## src/rtl/core/pcs_pkg.sv

```systemverilog
package pcs_pkg;

  localparam int QueueDepth = 16;
  localparam int QueueAw    = $clog2(QueueDepth);

  localparam logic [7:0] ChPercent = 8'h25;
  localparam logic [7:0] ChBslash  = 8'h5C;
  localparam logic [7:0] ChSlash   = 8'h2F;

  typedef enum logic [1:0] {
    MODE_PATH   = 2'd0,
    MODE_COMP   = 2'd1,
    MODE_DECODE = 2'd2,
    MODE_KEEP   = 2'd3
  } mode_t;

  // What one feed step of the datapath does.
  typedef enum logic [2:0] {
    ACT_SILENT = 3'd0,
    ACT_PLAIN  = 3'd1,
    ACT_ESCAPE = 3'd2,
    ACT_DONE   = 3'd3,
    ACT_FINISH = 3'd4
  } act_t;

  typedef struct packed {
    logic accept;
    logic feed;
    logic hex_hi;
    logic hex_lo;
    logic dump;
  } pcs_cmd_t;

  typedef struct packed {
    act_t act;
    logic dump_end;
    logic out_free;
  } pcs_status_t;

  function automatic logic [4:0] hex_val(input logic [7:0] c);
    logic [4:0] r;
    r = 5'd16;
    if (c >= 8'h30 && c <= 8'h39) r = 5'(c - 8'h30);
    else if (c >= 8'h41 && c <= 8'h46) r = 5'(c - 8'h37);
    else if (c >= 8'h61 && c <= 8'h66) r = 5'(c - 8'h57);
    return r;
  endfunction

  function automatic logic [7:0] hex_digit(input logic [3:0] n);
    return (n < 4'd10) ? (8'h30 + {4'd0, n}) : (8'h37 + {4'd0, n});
  endfunction

  function automatic logic [7:0] to_upper(input logic [7:0] c);
    return (c >= 8'h61 && c <= 8'h7A) ? (c - 8'h20) : c;
  endfunction

  function automatic logic is_unres(input logic [7:0] c);
    return (c >= 8'h61 && c <= 8'h7A) || (c >= 8'h41 && c <= 8'h5A) ||
           (c >= 8'h30 && c <= 8'h39) || c == 8'h2D || c == 8'h2E ||
           c == 8'h5F || c == 8'h7E;
  endfunction

  function automatic logic is_path_safe(input logic [7:0] c);
    return is_unres(c) || c == 8'h2F || c == 8'h2A || c == 8'h3F;
  endfunction

  function automatic logic [2:0] utf8_len(input logic [7:0] lead);
    logic [2:0] r;
    r = 3'd0;
    if (lead < 8'h80) r = 3'd1;
    else if (lead < 8'hC0) r = 3'd0;
    else if (lead < 8'hE0) r = 3'd2;
    else if (lead < 8'hF0) r = 3'd3;
    else if (lead < 8'hF8) r = 3'd4;
    return r;
  endfunction

  function automatic logic second_ok(input logic [7:0] lead, input logic [7:0] b);
    logic [7:0] lo;
    logic [7:0] hi;
    lo = 8'h80;
    hi = 8'hBF;
    if (lead == 8'hE0) lo = 8'hA0;
    if (lead == 8'hED) hi = 8'h9F;
    if (lead == 8'hF0) lo = 8'h90;
    if (lead == 8'hF4) hi = 8'h8F;
    return (lead >= 8'hC2) && (lead <= 8'hF4) && (b >= lo) && (b <= hi);
  endfunction

  // Number of escape characters that spell a sequence of the given length.
  function automatic logic [3:0] seq_chars(input logic [2:0] len);
    logic [3:0] r;
    case (len)
      3'd1:    r = 4'd3;
      3'd2:    r = 4'd6;
      3'd3:    r = 4'd9;
      3'd4:    r = 4'd12;
      default: r = 4'd0;
    endcase
    return r;
  endfunction

endpackage

```

## src/rtl/core/percent_codec_stream_core.sv

```systemverilog
// Each input item takes an accept step, a feed step for its byte and a closing feed
// step, plus a step per output byte beyond the first: a byte written as %XX adds a
// high and a low hex-digit step. A completed escape in keep mode adds a dump step
// per held byte; a failed check adds the hex steps and a feed per replayed byte.
// Steps wait while the output stalls; each result waits in pend until the next one.
// Synchronous active-high reset: mode path encoding, stream state and queue empty.
module percent_codec_stream_core
  import pcs_pkg::*;
(
  input  logic        clk,
  input  logic        rst,
  input  logic        psel,
  input  logic        penable,
  input  logic        pwrite,
  input  logic [2:0]  paddr,
  input  logic [31:0] pwdata,
  output logic [31:0] prdata,
  output logic        pready,
  input  logic        in_valid,
  output logic        in_stall,
  input  logic [7:0]  in_byte,
  input  logic        in_last,
  output logic        out_valid,
  input  logic        out_stall,
  output logic [7:0]  out_byte,
  output logic        out_has_byte,
  output logic        out_run_last,
  output logic        out_string_end,
  output logic        out_error
);

  pcs_cmd_t    cmd;
  pcs_status_t status;
  logic [1:0]  mode_q;
  logic        cfg_we;

  assign pready = 1'b1;
  assign cfg_we = psel && penable && pwrite && !paddr[2];
  assign prdata = paddr[2] ? 32'd0 : {30'd0, mode_q};

  pcs_ctrl u_ctrl (
    .clk      (clk),
    .rst      (rst),
    .in_valid (in_valid),
    .in_stall (in_stall),
    .status   (status),
    .cmd      (cmd)
  );

  pcs_datapath u_dp (
    .clk            (clk),
    .rst            (rst),
    .cmd            (cmd),
    .status         (status),
    .cfg_we         (cfg_we),
    .cfg_mode       (pwdata[1:0]),
    .mode_q         (mode_q),
    .in_byte        (in_byte),
    .in_last        (in_last),
    .out_valid      (out_valid),
    .out_stall      (out_stall),
    .out_byte       (out_byte),
    .out_has_byte   (out_has_byte),
    .out_run_last   (out_run_last),
    .out_string_end (out_string_end),
    .out_error      (out_error)
  );

endmodule

```

## src/rtl/core/pcs_ctrl.sv

```systemverilog
module pcs_ctrl
  import pcs_pkg::*;
(
  input  logic        clk,
  input  logic        rst,
  input  logic        in_valid,
  output logic        in_stall,
  input  pcs_status_t status,
  output pcs_cmd_t    cmd
);

  typedef enum logic [4:0] {
    S_IDLE   = 5'b00001,
    S_FEED   = 5'b00010,
    S_HEX_HI = 5'b00100,
    S_HEX_LO = 5'b01000,
    S_DUMP   = 5'b10000
  } state_t;

  state_t state;
  state_t state_next;

  assign in_stall = (state != S_IDLE);

  always_comb begin
    cmd        = '0;
    state_next = state;
    case (state)
      S_IDLE: begin
        if (in_valid) begin
          cmd.accept = 1'b1;
          state_next = S_FEED;
        end
      end
      S_FEED: begin
        if (status.out_free) begin
          cmd.feed = 1'b1;
          case (status.act)
            ACT_ESCAPE: state_next = S_HEX_HI;
            ACT_DONE:   state_next = S_DUMP;
            ACT_FINISH: state_next = S_IDLE;
            default:    state_next = S_FEED;
          endcase
        end
      end
      S_HEX_HI: begin
        if (status.out_free) begin
          cmd.hex_hi = 1'b1;
          state_next = S_HEX_LO;
        end
      end
      S_HEX_LO: begin
        if (status.out_free) begin
          cmd.hex_lo = 1'b1;
          state_next = S_FEED;
        end
      end
      S_DUMP: begin
        cmd.dump = 1'b1;
        if (status.out_free && status.dump_end) state_next = S_FEED;
      end
      default: state_next = S_IDLE;
    endcase
  end

  always_ff @(posedge clk) begin
    if (rst) begin
      state <= S_IDLE;
    end else begin
      state <= state_next;
    end
  end

endmodule

```

## src/rtl/core/pcs_datapath.sv

```systemverilog
module pcs_datapath
  import pcs_pkg::*;
(
  input  logic        clk,
  input  logic        rst,
  input  pcs_cmd_t    cmd,
  output pcs_status_t status,
  input  logic        cfg_we,
  input  logic [1:0]  cfg_mode,
  output logic [1:0]  mode_q,
  input  logic [7:0]  in_byte,
  input  logic        in_last,
  output logic        out_valid,
  input  logic        out_stall,
  output logic [7:0]  out_byte,
  output logic        out_has_byte,
  output logic        out_run_last,
  output logic        out_string_end,
  output logic        out_error
);

  logic [7:0]         queue [QueueDepth];
  logic [QueueAw-1:0] wr;
  logic [QueueAw-1:0] rd;
  logic [QueueAw-1:0] start;
  logic               last;
  mode_t              mode;
  logic [3:0]         count;
  logic [1:0]         kph;
  logic [2:0]         len;
  logic [7:0]         lead;
  logic [3:0]         hi_nib;
  logic [1:0]         phase;
  logic               failed;
  logic [7:0]         enc;
  logic [7:0]         pend;
  logic               pend_valid;

  logic [QueueAw-1:0] rd_next;
  logic [QueueAw-1:0] start_next;
  logic [3:0]         count_next;
  logic [1:0]         kph_next;
  logic [2:0]         len_next;
  logic [7:0]         lead_next;
  logic [3:0]         hi_nib_next;
  logic [1:0]         phase_next;
  logic               failed_next;
  logic [7:0]         enc_next;
  act_t               act;
  logic [7:0]         emit_byte;

  logic [7:0] rbyte;
  logic [4:0] hv;
  logic [7:0] val;
  logic [7:0] pc;
  logic [2:0] l_new;
  logic [2:0] l_eff;
  logic       ok;
  logic       empty;
  logic       out_free;
  logic       emit;
  logic       flush;

  assign mode_q   = mode;
  assign out_free = !out_valid || !out_stall;
  assign rbyte    = queue[cmd.dump ? start : rd];
  assign hv       = hex_val(rbyte);
  assign val      = {hi_nib, hv[3:0]};
  assign pc       = (rbyte == ChBslash) ? ChSlash : rbyte;
  assign empty    = (rd == wr);
  assign l_new    = utf8_len(val);
  assign l_eff    = (count == 4'd2) ? l_new : len;

  always_comb begin
    rd_next     = rd;
    start_next  = start;
    count_next  = count;
    kph_next    = kph;
    len_next    = len;
    lead_next   = lead;
    hi_nib_next = hi_nib;
    phase_next  = phase;
    failed_next = failed;
    enc_next    = enc;
    act         = ACT_SILENT;
    emit_byte   = ChPercent;
    ok          = 1'b1;
    if (empty) begin
      if (mode == MODE_KEEP && last && count != 4'd0) begin
        // The string ended inside an escape: its percent sign goes out encoded.
        act        = ACT_ESCAPE;
        enc_next   = ChPercent;
        rd_next    = start + 1'b1;
        count_next = 4'd0;
        len_next   = 3'd0;
      end else begin
        act = ACT_FINISH;
      end
    end else begin
      rd_next = rd + 1'b1;
      case (mode)
        MODE_PATH, MODE_COMP: begin
          if ((mode == MODE_PATH) ? is_path_safe(pc) : is_unres(rbyte)) begin
            act       = ACT_PLAIN;
            emit_byte = (mode == MODE_PATH) ? pc : rbyte;
          end else begin
            act      = ACT_ESCAPE;
            enc_next = (mode == MODE_PATH) ? pc : rbyte;
          end
        end
        MODE_DECODE: begin
          if (!failed) begin
            if (phase == 2'd0) begin
              if (rbyte == ChPercent) begin
                phase_next = 2'd1;
              end else begin
                act       = ACT_PLAIN;
                emit_byte = rbyte;
              end
            end else if (hv[4]) begin
              failed_next = 1'b1;
              phase_next  = 2'd0;
            end else if (phase == 2'd1) begin
              hi_nib_next = hv[3:0];
              phase_next  = 2'd2;
            end else begin
              act        = ACT_PLAIN;
              emit_byte  = val;
              phase_next = 2'd0;
            end
          end
        end
        default: begin
          if (count == 4'd0) begin
            if (rbyte == ChPercent) begin
              start_next = rd;
              count_next = 4'd1;
              kph_next   = 2'd1;
            end else if (is_path_safe(pc)) begin
              act       = ACT_PLAIN;
              emit_byte = pc;
            end else begin
              act      = ACT_ESCAPE;
              enc_next = pc;
            end
          end else begin
            count_next = count + 1'b1;
            kph_next   = (kph == 2'd2) ? 2'd0 : kph + 1'b1;
            if (kph == 2'd0) begin
              ok = (rbyte == ChPercent);
            end else if (kph == 2'd1) begin
              ok          = !hv[4];
              hi_nib_next = hv[3:0];
            end else begin
              ok = !hv[4];
              if (ok) begin
                if (count == 4'd2) begin
                  len_next  = l_new;
                  lead_next = val;
                  ok        = (l_new != 3'd0);
                end else if (count == 4'd5) begin
                  ok = second_ok(lead, val);
                end else begin
                  ok = (val[7:6] == 2'b10);
                end
              end
            end
            if (!ok) begin
              // Failed check: emit the percent sign as an escape and replay
              // the held text after it.
              act        = ACT_ESCAPE;
              enc_next   = ChPercent;
              rd_next    = start + 1'b1;
              count_next = 4'd0;
              len_next   = 3'd0;
            end else if (kph == 2'd2 && count + 1'b1 == seq_chars(l_eff)) begin
              act        = ACT_DONE;
              count_next = 4'd0;
              len_next   = 3'd0;
            end
          end
        end
      endcase
    end
  end

  assign status.act      = act;
  assign status.dump_end = (start + 1'b1 == rd);
  assign status.out_free = out_free;

  assign emit = (cmd.feed && (act == ACT_PLAIN || act == ACT_ESCAPE)) ||
                cmd.hex_hi || cmd.hex_lo || (cmd.dump && out_free);
  assign flush = cmd.feed && act == ACT_FINISH;

  logic [7:0] new_byte;
  always_comb begin
    new_byte = emit_byte;
    if (cmd.hex_hi) new_byte = hex_digit(enc[7:4]);
    else if (cmd.hex_lo) new_byte = hex_digit(enc[3:0]);
    else if (cmd.dump) new_byte = to_upper(rbyte);
  end

  always_ff @(posedge clk) begin
    if (cmd.accept) queue[wr] <= in_byte;
  end

  always_ff @(posedge clk) begin
    if (rst) begin
      wr         <= '0;
      rd         <= '0;
      start      <= '0;
      last       <= 1'b0;
      mode       <= MODE_PATH;
      count      <= 4'd0;
      kph        <= 2'd0;
      len        <= 3'd0;
      lead       <= 8'd0;
      hi_nib     <= 4'd0;
      phase      <= 2'd0;
      failed     <= 1'b0;
      enc        <= 8'd0;
      pend_valid <= 1'b0;
      out_valid  <= 1'b0;
    end else begin
      if (out_valid && !out_stall) out_valid <= 1'b0;
      if (cfg_we) begin
        mode   <= mode_t'(cfg_mode);
        rd     <= wr;
        start  <= wr;
        count  <= 4'd0;
        kph    <= 2'd0;
        len    <= 3'd0;
        hi_nib <= 4'd0;
        phase  <= 2'd0;
        failed <= 1'b0;
      end
      if (cmd.accept) begin
        wr   <= wr + 1'b1;
        last <= in_last;
      end
      if (cmd.feed) begin
        rd     <= rd_next;
        start  <= start_next;
        count  <= count_next;
        kph    <= kph_next;
        len    <= len_next;
        lead   <= lead_next;
        hi_nib <= hi_nib_next;
        phase  <= phase_next;
        failed <= failed_next;
        enc    <= enc_next;
        if (flush && last) begin
          count  <= 4'd0;
          kph    <= 2'd0;
          len    <= 3'd0;
          hi_nib <= 4'd0;
          phase  <= 2'd0;
          failed <= 1'b0;
        end
      end
      if (cmd.dump && out_free) start <= start + 1'b1;
      if (emit) begin
        pend       <= new_byte;
        pend_valid <= 1'b1;
        if (pend_valid) begin
          out_valid      <= 1'b1;
          out_byte       <= pend;
          out_has_byte   <= 1'b1;
          out_run_last   <= 1'b0;
          out_string_end <= 1'b0;
          out_error      <= 1'b0;
        end
      end
      if (flush) begin
        pend_valid <= 1'b0;
        if (pend_valid) begin
          out_valid      <= 1'b1;
          out_byte       <= pend;
          out_has_byte   <= 1'b1;
          out_run_last   <= 1'b1;
          out_string_end <= last;
          out_error      <= 1'b0;
        end else if (last) begin
          out_valid      <= 1'b1;
          out_byte       <= 8'd0;
          out_has_byte   <= 1'b0;
          out_run_last   <= 1'b1;
          out_string_end <= 1'b1;
          out_error      <= (mode == MODE_DECODE) && (failed || phase != 2'd0);
        end
      end
    end
  end

  a_hold_bound: assert property (@(posedge clk) disable iff (rst) count <= 4'd11)
    else $error("held escape text exceeds its bound");

  a_queue_bound: assert property (@(posedge clk) disable iff (rst)
    count != 4'd0 |-> QueueAw'(wr - start) <= QueueAw'(13))
    else $error("byte queue overrun");

  a_err_bare: assert property (@(posedge clk) disable iff (rst)
    out_valid && out_error |-> !out_has_byte && out_string_end)
    else $error("error flag on a data item");

endmodule
```

## config.mk

```make
export PLATFORM = sky130hd
export DESIGN_NAME = percent_codec_stream_core
export DESIGN_NICKNAME = d
export VERILOG_FILES = /design/src/rtl/core/pcs_pkg.sv /design/src/rtl/core/percent_codec_stream_core.sv /design/src/rtl/core/pcs_ctrl.sv /design/src/rtl/core/pcs_datapath.sv
export SDC_FILE = /design/constraint.sdc
export NUM_CORES = 1
export LEC_CHECK = 0
export ABC_AREA = 1
export BUFFER_PORTS_ARGS = -buffer_cell sky130_fd_sc_hd__buf_2
export CAP_MARGIN = 5
export CORE_MARGIN = 2
export CORE_UTILIZATION = 40
export DETAILED_ROUTE_END_ITERATION = 16
export GPL_TIMING_DRIVEN = 0
export PLACE_DENSITY = 0.64
export SLEW_MARGIN = 15
export SYNTH_ARGS = -nofsm -noshare
export SYNTH_HDL_FRONTEND = slang
export SYNTH_SLANG_ARGS = --single-unit
```

## constraint.sdc

```tcl
create_clock -name clk -period 8.35 [get_ports clk]
set_input_delay 1.67 -clock clk [delete_from_list [all_inputs] [get_ports clk]]
set_output_delay 1.67 -clock clk [all_outputs]
set_load 0.005 [all_outputs]
```

==> impl_results.md, run 1 <==
* Outcome: completed
* Post-Route WL at 31000 um
* Vias/cell at 5.27
* Post-CTS Setup Bufs at 0
* Hold_ws at 447 ps
* CP Max Fanout at 12
* Synth area leaders: edfxtp_1 (40%), nand2_1 (10%), dfxtp_1 (9.7%)
* Area grow syn2layout at 14.1%
* Pre-Repair DR Iteration Count at 6
* Number of flops mapped to enable cells by yosys at 148
* Unrepaired setup endpoints after global routing: false
* Final Cycle Share at 69.7%
* #FFs+latches synth at 202
* CTS tree: built
* RR Startpoint: u_ctrl.state[3]$_SDFFE_PP0P_
* Fin cells at 1804
* Die ar. at 29300 um^2
* Num CTS Buffers at 23
* Peak supply drop at 176 uV
* H-Tree Level Count at 1
* Core area at 27600 um^2
* Crit path DAT at 5980 ps
* Slowest stage delay, CP at 590 ps
* Layout Skew at 12.9 ps
* Seq/Total Area, Yosys at 49.5%
* Async S/R FF share, synth at 0%
* Max_slew headroom at 21.5%
* CP max-delay cell: a21oi_1
* Final estimated routing congestion in global placement at 0.933
* Starting Density at 40.4%
* Yosys warnings at 0
* CTS Root Cell: clkbuf_16
* Gr usage total at 21.2%
* Leakage at 5.18 nW
* Cell count after synthesis at 1322
* Primary FF master, synth: edfxtp_1
* CP startpoint kind: flop
* Crit-path most repeated cell: nand2_1
* Post-DRT Antenna Nets at 0
* CTS max path bufs at 3
* Fin. max-slew vios at 0
* DR iter-0 viols at 1077
* Die H at 171 um
* Post-placement cell count at 1762
* Area leader, netlist: edfxtp_1
* Most frequent cells in the layout: nand2_1 (311), nand3_1 (179), edfxtp_1 (148)
* Post-DP HPWL at 21500 um
* Nets@finish at 1485
* Grt total ovfl at 0
* Chip Width at 171 um
* Worst setup path start: u_ctrl.state[3]$_SDFFE_PP0P_
* Top-area cell type share of the netlist area at 39.8%
* Crit end category: flop
* Post-route cell area at 12700 um^2
* Hold Crit Class: reg2reg
* Fin Setup TNS at 0 ps
* Clock Sinks at 202
* Clock-pin slew on the worst setup and hold paths at 60 ps
* Synthesized cell area at 11200 um^2
* DRC at 0
* Average size of a mapped cell at 8.45 um^2
* WS Path Type: reg2reg
* Worst slew pin tran at 1170 ps
* Setup violators final at 0
* Final hold viol count at 0
* Skew-Pair Late Insertion Delay at 530 ps
* WL per Instance at 17.2 um
* ANT cells at 0
* Via count at 9499
* Post_cts resized at 0
* Largest net degree at the start of global routing at 22
* FP Rows at 61
* Ports at 98
* Initial antenna violation count at 0
* Share of cells above drive strength 1 at 13.4%
* Worst path required time at 8500 ps
* Synth unique cells at 55
* Hold_buf cts at 0
* Fmax at 0.172 GHz
* Total of max-cap violations at 0
* Minimum clock period at 5820 ps
* Commonest non-fill, non-tap cell in the layout: nand2_1
* Power per standard cell area at 298 nW/um^2
* Port bufs at 33
* First-pass GRT wire length at 48100 um
* Hold wc startpoint: u_dp.lead[7]$_SDFFE_PP0P_
* Cell area after placement at 11900 um^2
* Number of global-route vias before repair at 8543
## registers in the layout, indices dropped and copies added (netlist names), 2 cells and up
| register | flops |
|---|---|
| u_ctrl.state | 5 |
| u_dp.count | 4 |
| u_dp.enc | 8 |
| u_dp.hi_nib | 4 |
| u_dp.kph | 2 |
| u_dp.lead | 8 |
| u_dp.len | 3 |
| u_dp.mode_q | 2 |
| u_dp.out_byte | 8 |
| u_dp.pend | 8 |
| u_dp.phase | 2 |
| u_dp.queue | 128 |
| u_dp.rd | 4 |
| u_dp.start | 4 |
| u_dp.wr | 4 |
## area by class of cell
class	count	area (um^2)
multi-input cells	946	4800
well taps	378	473
inverters	135	507
flip-flops and latches	202	5530
fillers	2685	14900
clock inverters	16	229
plain buffers	68	453
repair buffers	33	165
clock buffers	26	597
## path summary, 6_finish.rpt
check	cells after the start	slack, ps	endpoint
setup reg to reg	30	2530	u_dp.pend[1]$_DFFE_PP_
hold / removal	2	450	u_dp.lead[7]$_SDFFE_PP0P_
hold reg to reg	2	450	u_dp.lead[7]$_SDFFE_PP0P_
setup / recovery	30	2530	u_dp.pend[1]$_DFFE_PP_
## through the flow
stage	power, mW	setup slack, ps	util (%)
after global placement	2.68	2720	43.1
after detailed placement	2.70	2660	43.2
after global routing	4.03	2230	46.1
final	3.80	2530	46.1
after CTS	3.79	2640	46.1
after floorplan	2.27	4120	-
## Yosys cell counts (5+ instances only)
cell      instances
nand2_1         311
nand3_1         179
edfxtp_1        148
inv_1           119
nor2_1           94
a21oi_1          76
o21ai_0          66
dfxtp_1          54
buf_4            36
ha_1             25
nand2_2          21
nor3_1           15
buf_2            13
clkbuf_1         13
o211ai_1         12
a211oi_1         11
inv_2            10
nand4_1          10
o22ai_1           9
xor2_1            9
a31oi_1           7
nand2_4           7
nand3_2           7
buf_6             6
clkinv_1          6
nor2_2            5
nor4_1            5
## worst max-delay path: cells and delay by family, from the launching register on
kind                     cells  cell delay, ps
AND/OR/NAND/NOR             22            2820
AO/OA/AOI/OAI                2            1170
buffers and inverters        5             860
flip-flops                   1             370
adder cells (fa/ha/maj)      1             220
## power breakdown
part           total, mW  switching (mW)  internal (mW)
clock network       1.10           0.422          0.674
registers           1.21          0.0515           1.16
logic               1.50            1.07          0.430
total               3.80            1.54           2.26
## cell families after synthesis
family / synth area share, %
flops: 49.5
fa+ha+maj: 2.80
other cells: 0.0672
simple gates: 26.8
xor+xnor: 0.941
compound gates: 11.3
buf+inv: 8.58
## routing by layer
layer	GRT usage, %	up-vias	share of wire, %
li1	-	4655	-
met1	31.2	4445	47
met2	33.3	360	45
met3	2.52	39	6.7
met4	4.75	0	1.6
met5	0	-	0
Power figures use the tool's default switching activity.
==> run 2, diff against run 1 <==
Settings changed: ABC_AREA 1 to 0.
Clock period 8.35 ns to 5.4 ns, I/O delays scaled along.
==> impl_results.md, run 2 <==
* Area leader, netlist: edfxtp_1
* Synth unique cells at 90
* Port bufs at 33
* Chip Width at 176 um
* Top-area cell type share of the netlist area at 37.7%
* Unrepaired setup endpoints after global routing: true
* Most frequent cell after synthesis: edfxtp_1
* Async S/R FF share, synth at 0%
* Fin Setup TNS at 0 ps
* Max reg flops at 128
* Starting Density at 40.9%
* Post-DRT Antenna Nets at 0
* Synth area leaders: edfxtp_1 (38%), dfxtp_1 (9.2%), mux2i_1 (4.2%)
* Peak supply drop at 192 uV
* Post-placement cell count at 1658
* DRC at 0
* WL per Instance at 20.9 um
* Post-synthesis compound-gate area fraction at 19.7%
* Pre-Repair DR Iteration Count at 6
* Nets@finish at 1418
* Synth cell count leaders: edfxtp_1 (148), nor2_1 (102), nand2_1 (99), a21oi_1 (89), o21ai_0 (61)
* Worst slew pin tran at 1210 ps
* Crit end category: flop
* Clock Sinks at 202
* Most frequent cells in the layout: edfxtp_1 (148), nor2_1 (98), nand2_1 (96)
* Commonest non-fill, non-tap cell in the layout: edfxtp_1
* DR iter-0 viols at 1156
* Clock-pin slew on the worst setup and hold paths at 60 ps
* Fin. max-slew vios at 0
* Yosys warnings at 0
* Top reg by flops: u_dp.queue
* Max_slew headroom at 19.1%
* Die H at 176 um
* #FFs+latches synth at 202
* Post-Route WL at 36400 um
* Outcome: completed
* Cell count after synthesis at 1208
* WS Path Type: reg2reg
* Share of cells above drive strength 1 at 21.1%
* Gr usage total at 22.9%
* Filler cell count at 2664
* Register area at 5540 um^2
* Area grow syn2layout at 20.4%
* Via count at 10.5k
* Total of max-cap violations at 0
* Core area at 28900 um^2
* Synthesized cell area at 11800 um^2
* Num CTS Buffers at 23
* Worst path required time at 5640 ps
* Area share of xor/xnor cells in the synthesized design at 1.71%
* Ports at 98
* Hold_buf cts at 0
* Number of global-route vias before repair at 9688
* Layout Skew at 13.3 ps
* Setup violators final at 0
* Grt total ovfl at 0
* Skew-Pair Late Insertion Delay at 520 ps
* Post-DP HPWL at 24900 um
* Seq/Total Area, Yosys at 46.9%
* Simple-gate share of the synthesized area at 18.3%
* H-Tree Level Count at 1
* Hold_ws at 451 ps
* Average size of a mapped cell at 9.76 um^2
* Die ar. at 30900 um^2
* FP Rows at 62
* Hold Crit Class: reg2reg
* Vias/cell at 6.05
* CTS Root Cell: clkbuf_16
* First-pass GRT wire length at 55500 um
* Power per standard cell area at 331 nW/um^2
* CP startpoint kind: flop
* Final estimated routing congestion in global placement at 0.958
* CTS max path bufs at 3
* Primary FF master, synth: edfxtp_1
* CTS tree: built
* Final hold viol count at 0
* Final Cycle Share at 99.0%
* Main combinational cell family by area after synthesis: compound AO/OA/AOI/OAI gates
* Fmax at 0.187 GHz
* Post-Synth Adder-Cell Area at 2.82%
* CP Max Fanout at 8
* Minimum clock period at 5350 ps
* Fin cells at 1743
* Number of flops mapped to enable cells by yosys at 148
* Crit path DAT at 5580 ps
* Largest net degree at the start of global routing at 18
* Multi-input logic area at 6030 um^2
* Leakage at 5.01 nW
* Post-synthesis mux area share at 4.35%
* Initial antenna violation count at 1
-- run 2: metal layers --
layer	routed length, um	vias up	track usage, %
met4	1230	0	8.06
met2	16200	561	35.9
met3	3350	90	3.72
met1	15600	5114	32.0
li1	-	4774	-
met5	0	-	0
-- run 2: final cells by class --
cell class,instances,area share [%]
diodes,1,0.0176
multi-input cells,896,42.5
inverters,42,1.19
plain buffers,89,4.14
flip-flops and latches,202,39.0
clock inverters,13,1.24
well taps,384,3.39
repair buffers,88,4.22
clock buffers,28,4.26
-- run 2: kinds of logic after synthesis --
kind of cell	count (synthesis)
mux	51
compound gates	344
flops	202
xor+xnor	23
buf+inv	140
simple gates	419
fa+ha+maj	27
other cells	2
-- run 2: critical path, stage by stage, from the launching register on --
cell and delay [ps]:
dfxtp_4 360, or3b_4 440, buf_8 170, or4_4 430, and2_4 160, o22a_1 200, a311oi_2 320, buf_6 200
inv_8 50, ha_4 160, nor2_4 80, nor2_2 60, a21oi_2 170, nor4_4 70, buf_4 160, or3_1 350
nand3_2 80, o211ai_1 120, a211oi_2 360, buf_4 170, buf_4 90, nand4b_1 120, a21oi_1 200, mux2i_1 100
buf_4 170, a21oi_4 130, buf_12 140
-- run 2: through the flow --
stage / worst slack, ps / instance area, um^2 / util [%] / power, mW
floorplan: 232 / 11900 / - / 2.51
global placement: -1030 / 12500 / 43.5 / 2.80
detailed placement: -1110 / 12600 / 43.7 / 2.82
CTS: -7.93 / 13900 / 48.2 / 4.59
global route: -107 / 14200 / 49.2 / 4.87
finish: 54.5 / 14200 / 49.2 / 4.70
-- run 2: report_power, final --
group | switching (mW) | total (mW) | internal [mW]
clock | 0.651 | 1.64 | 0.991
sequential | 0.0369 | 1.75 | 1.71
combinational | 0.807 | 1.31 | 0.505
total | 1.50 | 4.70 | 3.21
-- run 2: path summary, 6_finish.rpt --
path / from / endpoint / slack [ps] / depth (start not counted)
max reg2reg: u_ctrl.state[1]$_SDFFE_PP0P_ / u_dp.pend[7]$_SDFFCE_PP0P_ / 50 / 26
max: u_ctrl.state[1]$_SDFFE_PP0P_ / u_dp.pend[7]$_SDFFCE_PP0P_ / 50 / 26
min: u_dp.enc[4]$_SDFFE_PP0P_ / u_dp.enc[4]$_SDFFE_PP0P_ / 450 / 2
min reg2reg: u_dp.enc[4]$_SDFFE_PP0P_ / u_dp.enc[4]$_SDFFE_PP0P_ / 450 / 2
-- run 2: what timing repair did --
action | 4_1_cts | 5_1_grt
cloned | 2 | 0
resized for setup | 72 | 51
pin swaps | 21 | 19
setup endpoints to repair | 55 | 50
setup buffers | 36 | 14
